$ cat src/rtl/exponential_backoff_retry_controller_defines.svh
// assertion macros for the backoff retry controller
// included by rtl files that carry concurrent assertions, no other dependencies
`ifndef EXPONENTIAL_BACKOFF_RETRY_CONTROLLER_DEFINES_SVH
`define EXPONENTIAL_BACKOFF_RETRY_CONTROLLER_DEFINES_SVH

// same-cycle implication, off during reset
`define EBR_ASSERT_IMPLIES(lbl, clk, rst_n, ante, cons) \
    lbl: assert property (@(posedge clk) disable iff (!rst_n) (ante) |-> (cons)) \
        else $error("backoff controller check failed");

// next-cycle implication, off during reset
`define EBR_ASSERT_NEXT(lbl, clk, rst_n, ante, cons) \
    lbl: assert property (@(posedge clk) disable iff (!rst_n) (ante) |=> (cons)) \
        else $error("backoff controller check failed");

`endif

$ cat src/rtl/ebr_pkg.sv
// shared types, codes and widths of the backoff retry controller
// no dependencies; imported by every rtl module of the block
`timescale 1ns / 1ps

package ebr_pkg;

    // fraction bits of the running delay product
    localparam int FRAC_BITS   = 16;
    localparam int DELAY_W     = 32 + FRAC_BITS;
    // jitter factor k = 2^32 - j*2^16 + j*2r fits in 33 bits
    localparam int K_W         = 33;
    localparam int GROW_W      = 16;
    localparam int GROW_FRAC   = 8;
    localparam int WAIT_W      = 33;
    localparam int CNT_W       = $clog2(K_W + 1);
    localparam int ADDR_W      = 5;
    localparam int DATA_W      = 32;

    localparam logic [CNT_W-1:0] MUL_LEN_GROW = CNT_W'(GROW_W);
    localparam logic [CNT_W-1:0] MUL_LEN_JIT  = CNT_W'(K_W);

    localparam logic [1:0] OUTCOME_SUCCESS = 2'd0;
    localparam logic [1:0] OUTCOME_RETRY   = 2'd1;

    typedef enum logic [1:0] {
        ACT_DONE    = 2'd0,
        ACT_WAIT    = 2'd1,
        ACT_GAVE_UP = 2'd2,
        ACT_ABORT   = 2'd3
    } t_action;

    typedef enum logic [2:0] {
        REG_BASE_DELAY      = 3'd0,
        REG_GROWTH_FACTOR   = 3'd1,
        REG_DELAY_CAP       = 3'd2,
        REG_JITTER_FRACTION = 3'd3,
        REG_ATTEMPT_LIMIT   = 3'd4
    } t_reg_idx;

    typedef struct packed {
        logic [1:0]  outcome;
        logic [15:0] random_fraction;
    } t_in_item;

    typedef struct packed {
        t_action     action;
        logic [32:0] wait_ms;
        logic [15:0] attempts_used;
    } t_out_item;

    typedef struct packed {
        logic [31:0] base_delay;
        logic [15:0] growth_factor;
        logic [31:0] delay_cap;
        logic [15:0] jitter_fraction;
        logic [15:0] attempt_limit;
    } t_cfg;

    typedef struct packed {
        logic             load;
        logic [CNT_W-1:0] len;
    } t_mul_ctrl;

endpackage

$ cat src/rtl/ebr_cfg_regs.sv
// configuration register file of the backoff retry controller, apb-style port
// depends on ebr_pkg
`timescale 1ns / 1ps

module ebr_cfg_regs import ebr_pkg::*; (
    input  logic              i_clk,
    input  logic              i_rst_n,
    input  logic              psel,
    input  logic              penable,
    input  logic              pwrite,
    input  logic [ADDR_W-1:0] paddr,
    input  logic [DATA_W-1:0] pwdata,
    output logic [DATA_W-1:0] prdata,
    output logic              pready,
    output t_cfg              o_cfg
);

    t_cfg     r_cfg;
    t_reg_idx reg_idx;
    logic     wr_en;

    assign reg_idx = t_reg_idx'(paddr[ADDR_W-1:2]);
    assign wr_en   = psel && penable && pwrite;
    assign pready  = 1'b1;
    assign o_cfg   = r_cfg;

    always_ff @(posedge i_clk) begin
        if (!i_rst_n) begin
            r_cfg.base_delay      <= 32'd100;
            r_cfg.growth_factor   <= 16'd512;
            r_cfg.delay_cap       <= 32'd30000;
            r_cfg.jitter_fraction <= 16'd0;
            r_cfg.attempt_limit   <= 16'd3;
        end else if (wr_en) begin
            case (reg_idx)
                REG_BASE_DELAY:      r_cfg.base_delay      <= pwdata;
                REG_GROWTH_FACTOR:   r_cfg.growth_factor   <= pwdata[15:0];
                REG_DELAY_CAP:       r_cfg.delay_cap       <= pwdata;
                REG_JITTER_FRACTION: r_cfg.jitter_fraction <= pwdata[15:0];
                REG_ATTEMPT_LIMIT:   r_cfg.attempt_limit   <= pwdata[15:0];
                default: begin
                end
            endcase
        end
    end

    always_comb begin
        case (reg_idx)
            REG_BASE_DELAY:      prdata = r_cfg.base_delay;
            REG_GROWTH_FACTOR:   prdata = {16'd0, r_cfg.growth_factor};
            REG_DELAY_CAP:       prdata = r_cfg.delay_cap;
            REG_JITTER_FRACTION: prdata = {16'd0, r_cfg.jitter_fraction};
            REG_ATTEMPT_LIMIT:   prdata = {16'd0, r_cfg.attempt_limit};
            default:             prdata = '0;
        endcase
    end

endmodule

$ cat src/rtl/ebr_serial_mul.sv
// bit-serial shift-add multiplier, one multiplier bit per cycle, lsb first
// depends on ebr_pkg
`timescale 1ns / 1ps

module ebr_serial_mul import ebr_pkg::*; (
    input  logic               i_clk,
    input  logic               i_rst_n,
    input  t_mul_ctrl          i_ctrl,
    input  logic [DELAY_W-1:0] i_a,
    input  logic [K_W-1:0]     i_b,
    output logic               o_busy,
    output logic [DELAY_W-1:0] o_hi,
    output logic [K_W-1:0]     o_lo
);

    logic               r_busy;
    logic [CNT_W-1:0]   r_cnt;
    logic [DELAY_W-1:0] r_a;
    logic [K_W-1:0]     r_b;
    logic [DELAY_W-1:0] r_hi;
    logic [K_W-1:0]     r_lo;
    logic [DELAY_W:0]   sum;

    // partial sum of the upper half, low bit drops into the lower half
    assign sum = {1'b0, r_hi} + (r_b[0] ? {1'b0, r_a} : '0);

    always_ff @(posedge i_clk) begin
        if (!i_rst_n) begin
            r_busy <= 1'b0;
            r_cnt  <= '0;
        end else if (i_ctrl.load) begin
            r_busy <= 1'b1;
            r_cnt  <= i_ctrl.len;
        end else if (r_busy) begin
            r_cnt <= r_cnt - CNT_W'(1);
            if (r_cnt == CNT_W'(1)) begin
                r_busy <= 1'b0;
            end
        end
    end

    always_ff @(posedge i_clk) begin
        if (i_ctrl.load) begin
            r_a  <= i_a;
            r_b  <= i_b;
            r_hi <= '0;
            r_lo <= '0;
        end else if (r_busy) begin
            r_b  <= r_b >> 1;
            r_hi <= sum[DELAY_W:1];
            r_lo <= {sum[0], r_lo[K_W-1:1]};
        end
    end

    assign o_busy = r_busy;
    assign o_hi   = r_hi;
    assign o_lo   = r_lo;

endmodule

$ cat src/rtl/exponential_backoff_retry_controller.sv
// top level of the capped exponential backoff retry controller
// depends on ebr_pkg, ebr_cfg_regs, ebr_serial_mul and the assertion macro header
`timescale 1ns / 1ps
`include "exponential_backoff_retry_controller_defines.svh"

// Takes one attempt outcome per item (success, retryable failure, permanent
// failure) with a 16-bit random fraction and answers one result item: done,
// wait-then-retry with a jittered delay in ms, gave up, or aborted. The delay
// runs as a fixed-point product with 16 fraction bits, multiplied by
// growth_factor/256 on every retry after the first and held at delay_cap; the
// wait is that delay scaled by 1 + jitter*(2r-1), truncated. Both products go
// through one shared bit-serial multiplier that takes one multiplier bit per
// cycle; the path of an item depends on its action: done, gave up and aborted
// go straight to the finish state, the first retry runs only the 33-bit jitter
// factor product, and later retries first run the 16-bit growth factor product
// and saturate it at delay_cap. One item is in work at a time; o_in_stall is
// high from acceptance until the result has moved into the output register,
// and that register holds a result while the next item is accepted. Any final
// action returns the block to attempt zero. Registers sit on the apb-style
// port at byte address 4*index, pready is always high, and they should be
// written only while no item is in work.

module exponential_backoff_retry_controller import ebr_pkg::*; (
    input  logic              i_clk,
    input  logic              i_rst_n,
    // input item channel
    input  logic              i_in_valid,
    output logic              o_in_stall,
    input  t_in_item          i_in_item,
    // result item channel
    output logic              o_out_valid,
    input  logic              i_out_stall,
    output t_out_item         o_out_item,
    // configuration port
    input  logic              psel,
    input  logic              penable,
    input  logic              pwrite,
    input  logic [ADDR_W-1:0] paddr,
    input  logic [DATA_W-1:0] pwdata,
    output logic [DATA_W-1:0] prdata,
    output logic              pready
);

    typedef enum logic [2:0] {
        S_IDLE,
        S_GROW,
        S_KPREP,
        S_JIT,
        S_FINISH
    } t_state;

    t_state              r_state;
    logic [15:0]         r_count;
    logic [DELAY_W-1:0]  r_delay;
    logic [K_W-1:0]      r_jr;
    t_action             r_action;
    logic [15:0]         r_used;
    logic [WAIT_W-1:0]   r_wait;
    logic                r_out_valid;
    t_out_item           r_out_item;

    t_cfg                cfg;
    t_mul_ctrl           mul_ctrl;
    logic [DELAY_W-1:0]  mul_a;
    logic [K_W-1:0]      mul_b;
    logic                mul_busy;
    logic [DELAY_W-1:0]  mul_hi;
    logic [K_W-1:0]      mul_lo;

    logic                in_accept;
    logic                out_free;
    logic [16:0]         used;
    logic [16:0]         limit;
    t_action             decision;
    logic [DELAY_W-1:0]  delay_limit;
    logic [DELAY_W-1:0]  first_delay;
    logic [31:0]         first_ms;
    logic [GROW_FRAC-1:0] grow_top;
    logic [DELAY_W-1:0]  grow_low;
    logic [DELAY_W-1:0]  grow_sat;
    logic [K_W:0]        k_sum;

    ebr_cfg_regs u_cfg (
        .i_clk   (i_clk),
        .i_rst_n (i_rst_n),
        .psel    (psel),
        .penable (penable),
        .pwrite  (pwrite),
        .paddr   (paddr),
        .pwdata  (pwdata),
        .prdata  (prdata),
        .pready  (pready),
        .o_cfg   (cfg)
    );

    ebr_serial_mul u_mul (
        .i_clk   (i_clk),
        .i_rst_n (i_rst_n),
        .i_ctrl  (mul_ctrl),
        .i_a     (mul_a),
        .i_b     (mul_b),
        .o_busy  (mul_busy),
        .o_hi    (mul_hi),
        .o_lo    (mul_lo)
    );

    assign o_in_stall  = (r_state != S_IDLE);
    assign in_accept   = i_in_valid && (r_state == S_IDLE);
    assign out_free    = !r_out_valid || !i_out_stall;
    assign o_out_valid = r_out_valid;
    assign o_out_item  = r_out_item;

    // limit of zero counts as one attempt
    assign used  = {1'b0, r_count} + 17'd1;
    assign limit = (cfg.attempt_limit == 16'd0) ? 17'd1 : {1'b0, cfg.attempt_limit};

    always_comb begin
        if (i_in_item.outcome == OUTCOME_SUCCESS) begin
            decision = ACT_DONE;
        end else if (i_in_item.outcome == OUTCOME_RETRY) begin
            decision = (used >= limit) ? ACT_GAVE_UP : ACT_WAIT;
        end else begin
            // permanent failure and the unused outcome code both abort
            decision = ACT_ABORT;
        end
    end

    // saturation bound and first-retry delay
    assign delay_limit = {cfg.delay_cap, {FRAC_BITS{1'b0}}};
    assign first_ms    = (cfg.base_delay > cfg.delay_cap) ? cfg.delay_cap : cfg.base_delay;
    assign first_delay = {first_ms, {FRAC_BITS{1'b0}}};

    // running product * growth / 256, taken from the serial product
    assign grow_top = mul_hi[DELAY_W-1 -: GROW_FRAC];
    assign grow_low = {mul_hi[DELAY_W-GROW_FRAC-1:0], mul_lo[K_W-1 -: GROW_W-GROW_FRAC]};
    assign grow_sat = ((grow_top != '0) || (grow_low > delay_limit)) ? delay_limit : grow_low;

    // jitter factor 2^32 - j*2^16 + j*2r, always positive
    assign k_sum = (K_W+1)'(64'h1_0000_0000) + {1'b0, r_jr}
                 - (K_W+1)'({cfg.jitter_fraction, 16'd0});

    // shared multiplier: growth step at acceptance, jitter step after it
    always_comb begin
        mul_ctrl.load = 1'b0;
        mul_ctrl.len  = MUL_LEN_GROW;
        mul_a         = r_delay;
        mul_b         = K_W'(cfg.growth_factor);
        if (in_accept && (decision == ACT_WAIT) && (r_count != 16'd0)) begin
            mul_ctrl.load = 1'b1;
        end else if (r_state == S_KPREP) begin
            mul_ctrl.load = 1'b1;
            mul_ctrl.len  = MUL_LEN_JIT;
            mul_b         = k_sum[K_W-1:0];
        end
    end

    always_ff @(posedge i_clk) begin
        if (!i_rst_n) begin
            r_state     <= S_IDLE;
            r_count     <= '0;
            r_out_valid <= 1'b0;
        end else begin
            // a finishing item refills the output register in the same cycle
            if (r_out_valid && !i_out_stall && (r_state != S_FINISH)) begin
                r_out_valid <= 1'b0;
            end
            case (r_state)
                S_IDLE: begin
                    if (in_accept) begin
                        r_action <= decision;
                        r_used   <= used[15:0];
                        r_wait   <= '0;
                        r_jr     <= K_W'(cfg.jitter_fraction)
                                  * K_W'({i_in_item.random_fraction, 1'b0});
                        if (decision != ACT_WAIT) begin
                            r_state <= S_FINISH;
                        end else if (r_count == 16'd0) begin
                            // first retry loads the base delay, capped
                            r_delay <= first_delay;
                            r_state <= S_KPREP;
                        end else begin
                            r_state <= S_GROW;
                        end
                    end
                end
                S_GROW: begin
                    if (!mul_busy) begin
                        r_delay <= grow_sat;
                        r_state <= S_KPREP;
                    end
                end
                S_KPREP: begin
                    r_state <= S_JIT;
                end
                S_JIT: begin
                    if (!mul_busy) begin
                        // drop the 32 + fraction low bits of delay * k
                        r_wait  <= mul_hi[DELAY_W-1 -: WAIT_W];
                        r_state <= S_FINISH;
                    end
                end
                S_FINISH: begin
                    if (out_free) begin
                        r_out_valid              <= 1'b1;
                        r_out_item.action        <= r_action;
                        r_out_item.wait_ms       <= r_wait;
                        r_out_item.attempts_used <= r_used;
                        r_count <= (r_action == ACT_WAIT) ? r_used : 16'd0;
                        r_state <= S_IDLE;
                    end
                end
                default: begin
                    r_state <= S_IDLE;
                end
            endcase
        end
    end

    // multiplier is quiet whenever the block can take an item
    `EBR_ASSERT_IMPLIES(a_idle_mul_quiet, i_clk, i_rst_n, r_state == S_IDLE, !mul_busy)
    // only a retry carries a delay
    `EBR_ASSERT_IMPLIES(a_wait_only_on_retry, i_clk, i_rst_n, o_out_valid && (o_out_item.action != ACT_WAIT), o_out_item.wait_ms == '0)
    // a final action leaves the block at attempt zero
    `EBR_ASSERT_IMPLIES(a_final_clears_count, i_clk, i_rst_n, o_out_valid && (o_out_item.action != ACT_WAIT), r_count == 16'd0)
    // a retry leaves the count at the attempts reported
    `EBR_ASSERT_IMPLIES(a_retry_keeps_count, i_clk, i_rst_n, o_out_valid && (o_out_item.action == ACT_WAIT), r_count == o_out_item.attempts_used)
    // success skips the multiplier entirely
    `EBR_ASSERT_NEXT(a_success_short_path, i_clk, i_rst_n, in_accept && (i_in_item.outcome == OUTCOME_SUCCESS), r_state == S_FINISH)

endmodule

$ cat config.mk
export PLATFORM = sky130hd
export DESIGN_NAME = exponential_backoff_retry_controller
export DESIGN_NICKNAME = d
export VERILOG_FILES = /design/src/rtl/ebr_pkg.sv /design/src/rtl/ebr_cfg_regs.sv /design/src/rtl/ebr_serial_mul.sv /design/src/rtl/exponential_backoff_retry_controller.sv
export VERILOG_INCLUDE_DIRS = /design/src /design/src/rtl
export SDC_FILE = /design/constraint.sdc
export NUM_CORES = 2
export LEC_CHECK = 0
export BUFFER_PORTS_ARGS = -buffer_cell sky130_fd_sc_hd__buf_2
export CAP_MARGIN = 15
export CORE_MARGIN = 2
export CORE_UTILIZATION = 65
export CTS_BUF_LIST = sky130_fd_sc_hd__clkbuf_4
export CTS_CLUSTER_SIZE = 8
export DETAILED_ROUTE_END_ITERATION = 8
export PLACE_DENSITY = 0.88
export SYNTH_ARGS = -nofsm -noshare
export SYNTH_HDL_FRONTEND = slang
export SYNTH_HIERARCHICAL = 1
export SYNTH_SLANG_ARGS = --single-unit
$ cat constraint.sdc
create_clock -name i_clk -period 14.6 [get_ports i_clk]
set_input_delay 1.46 -clock i_clk [delete_from_list [all_inputs] [get_ports i_clk]]
set_output_delay 1.46 -clock i_clk [all_outputs]
set_load 0.05 [all_outputs]
==> results.py <==
metrics = {
    "die": {
        "die_x_microns": 230,
        "start_util_pct": 66.1,
        "ios": 148,
        "dieArea_sq_um": 52900,
        "die_h_microns": 230,
        "rows": 82,
        "core-area_sq_um": 50300,
    },
    "sta": {
        "setup_tns_ns": 0,
        "worstMarginPinSlew_ns": 1.17,
        "fmax_mhz": 138,
        "finalSetupViolCount": 0,
        "whs_ns": 0.410,
        "rsz0062_at_grt": "no",
        "maxSlewViolCount": 0,
        "finalCritPeriodShare_pct": 49.5,
        "relSlewSlack_pct": 21.9,
        "clock_skew_ns": 0.0826,
        "min_period_ns": 7.23,
        "hold_viol": 0,
    },
    "critical_path": {
        "critPathArrivalTime_ns": 7.85,
        "cp.required_ns": 15.22,
        "worst_setup_path_end_kind": "flip-flop",
        "critPathMaxFanout": 19,
        "startpoint_type": "flip-flop",
        "critPathKind": "reg -> reg",
    },
    "global_route": {
        "grt_usage_pct": 34.6,
        "antenna_found_initial": 11,
        "overflow": 0,
        "grt_pass1_vias": 26596,
        "gr-usage-met1_pct": 40.6,
        "grt_max_degree": 86,
        "use_met2_pct": 58.8,
        "use_met3_pct": 6.85,
        "grt_pass1_wl_microns": 142000,
        "busiest_layer": "met2",
    },
    "final_layout": {
        "syn2layout_area_growth_pct": 8.37,
        "fin_cells": 4232,
        "fin_nets": 3998,
        "drive_gt1_share_pct": 12.4,
    },
    "power": {
        "ir_worst_vdd_mv": 0.0888,
        "pwr_density_cell_nw_per_um2": 121,
        "leakage_nw": 16.0,
    },
    "clocking": {
        "ctsRootBufferMaster": "clkbuf_4",
        "htreeDepth": 3,
        "cts_sinks": 458,
        "cts_tree": "yes",
        "cts-resized-gates": 0,
        "cts-buffers-inserted": 109,
        "holdBufCountCts": 0,
        "clk_pin_slew_worst_paths_ns": 0.08,
        "clock_latency_ns": 0.89,
        "cts_buffer_depth": 3,
        "post-cts-setup-buffer-count": 0,
    },
    "synth": {
        "syn_inst": 3319,
        "yosysWarnings": 6,
        "syn-cell-area_sq_um": 33200,
        "syn_avg_cell_area_sq_um": 10.0,
    },
    "route": {
        "drt_iter0_markers": 2246,
        "vias": 25995,
        "firstDrtPassIters": 5,
        "wl_per_cell_microns": 21.4,
        "ant_nets": 0,
        "vias_per_cell": 6.14,
        "wl_microns": 90800,
        "route.detailed.drc": 0,
    },
    "placement": {
        "io_buffers": 144,
        "hpwl_microns": 65500,
        "gp_congestion": 0.948,
        "dp_cells": 4018,
    },
    "worst_hold_path": {
        "hp-class": "reg -> reg",
    },
    "status": {
        "status": "completed",
    },
    "run": {
        "drv_cap": 0,
    },
}
area by class of cell:
| type | instances | area [sq um] |
|---|---|---|
| multi-input combinational | 2364 | 19500 |
| fill | 3572 | 14300 |
| sequential | 458 | 11800 |
| clock buffer | 175 | 1310 |
| inverter | 344 | 1290 |
| timing repair buffer | 181 | 1020 |
| tap | 672 | 841 |
| clock inverter | 32 | 206 |
| antenna | 6 | 15.0 |
report_power, final:
part / internal [mW] / total, mW / switching [mW] / leakage [nW]
logic: 0.533 / 1.47 / 0.933 / 11.1
clock network: 0.596 / 1.13 / 0.537 / 0.907
registers: 1.62 / 1.77 / 0.153 / 4.03
total: 2.75 / 4.37 / 1.62 / 16.0
sequential cells by signal, summed over array words and instances (netlist names), 2 cells and up:
signal,count
r_jr,32
u_mul/r_b,33
r_count,16
r_action,2
r_wait,33
mul_a,48
u_mul/o_lo,8
u_cfg/o_cfg,112
r_used,16
r_state,3
u_mul/r_a,48
u_mul/r_cnt,6
u_mul/o_hi,48
o_out_item,51
cells in the final DEF, fill, tap and decap left out, types with 54 or more instances in the layout:
cell	instances
dfxtp_1	194
and3_1	54
and2_1	195
edfxtp_1	263
buf_2	143
clkbuf_4	175
nor2_1	115
ha_1	283
o21ai_0	105
inv_1	344
nand2_1	401
xnor2_1	62
a21o_1	79
fa_1	195
mux2i_1	143
a21oi_1	126
through the flow:
step                      setup WS [ns]  power, mW  utilization (%)  cell area, sq um
after global placement             6.66       3.18             68.5             34400
after detailed placement           6.61       3.21             68.5             34400
after floorplan                    3.74       2.82                -             33200
final                              7.37       4.37             71.6             36000
after CTS                          7.38       4.35             71.5             35900
after global routing               7.12       4.60             71.6             36000
critical path: stages (launching register included):
cell and delay [ns]:
dfxtp_1 1.05, and2_1 0.26, fa_1 0.42, inv_1 0.08, fa_1 0.46, fa_1 0.45, fa_1 0.49, inv_1 0.05
fa_1 0.54, inv_1 0.05, fa_1 0.47, inv_1 0.04, ha_1 0.34, a21o_1 0.21, a21oi_1 0.13, o31ai_1 0.13
o311ai_0 0.85, nand2_1 0.27, a31oi_1 0.33, o21ai_0 0.15, xor2_1 0.17
metal layers:
metal	routed length [microns]	vias to the layer above	share of wire [%]
met1	33900	12528	37
li1	-	11902	-
met5	54	-	0.059
met2	43900	1240	48
met3	7540	317	8.3
met4	5330	8	5.9
final timing paths:
kind	from	end	slack, ns	cells after the start
setup / recovery	u_cfg/o_cfg[20]$_SDFFE_PN0P_	r_jr[31]$_DFFE_PP_	7.37	20
hold / removal	mul_a[7]$_SDFFCE_PP0P_	u_mul/r_a[7]$_DFFE_PP_	0.41	0
setup reg to reg	u_cfg/o_cfg[20]$_SDFFE_PN0P_	r_jr[31]$_DFFE_PP_	7.37	20
hold reg to reg	mul_a[7]$_SDFFCE_PP0P_	u_mul/r_a[7]$_DFFE_PP_	0.41	0
No activity file was read; power rests on OpenSTA's default activity.
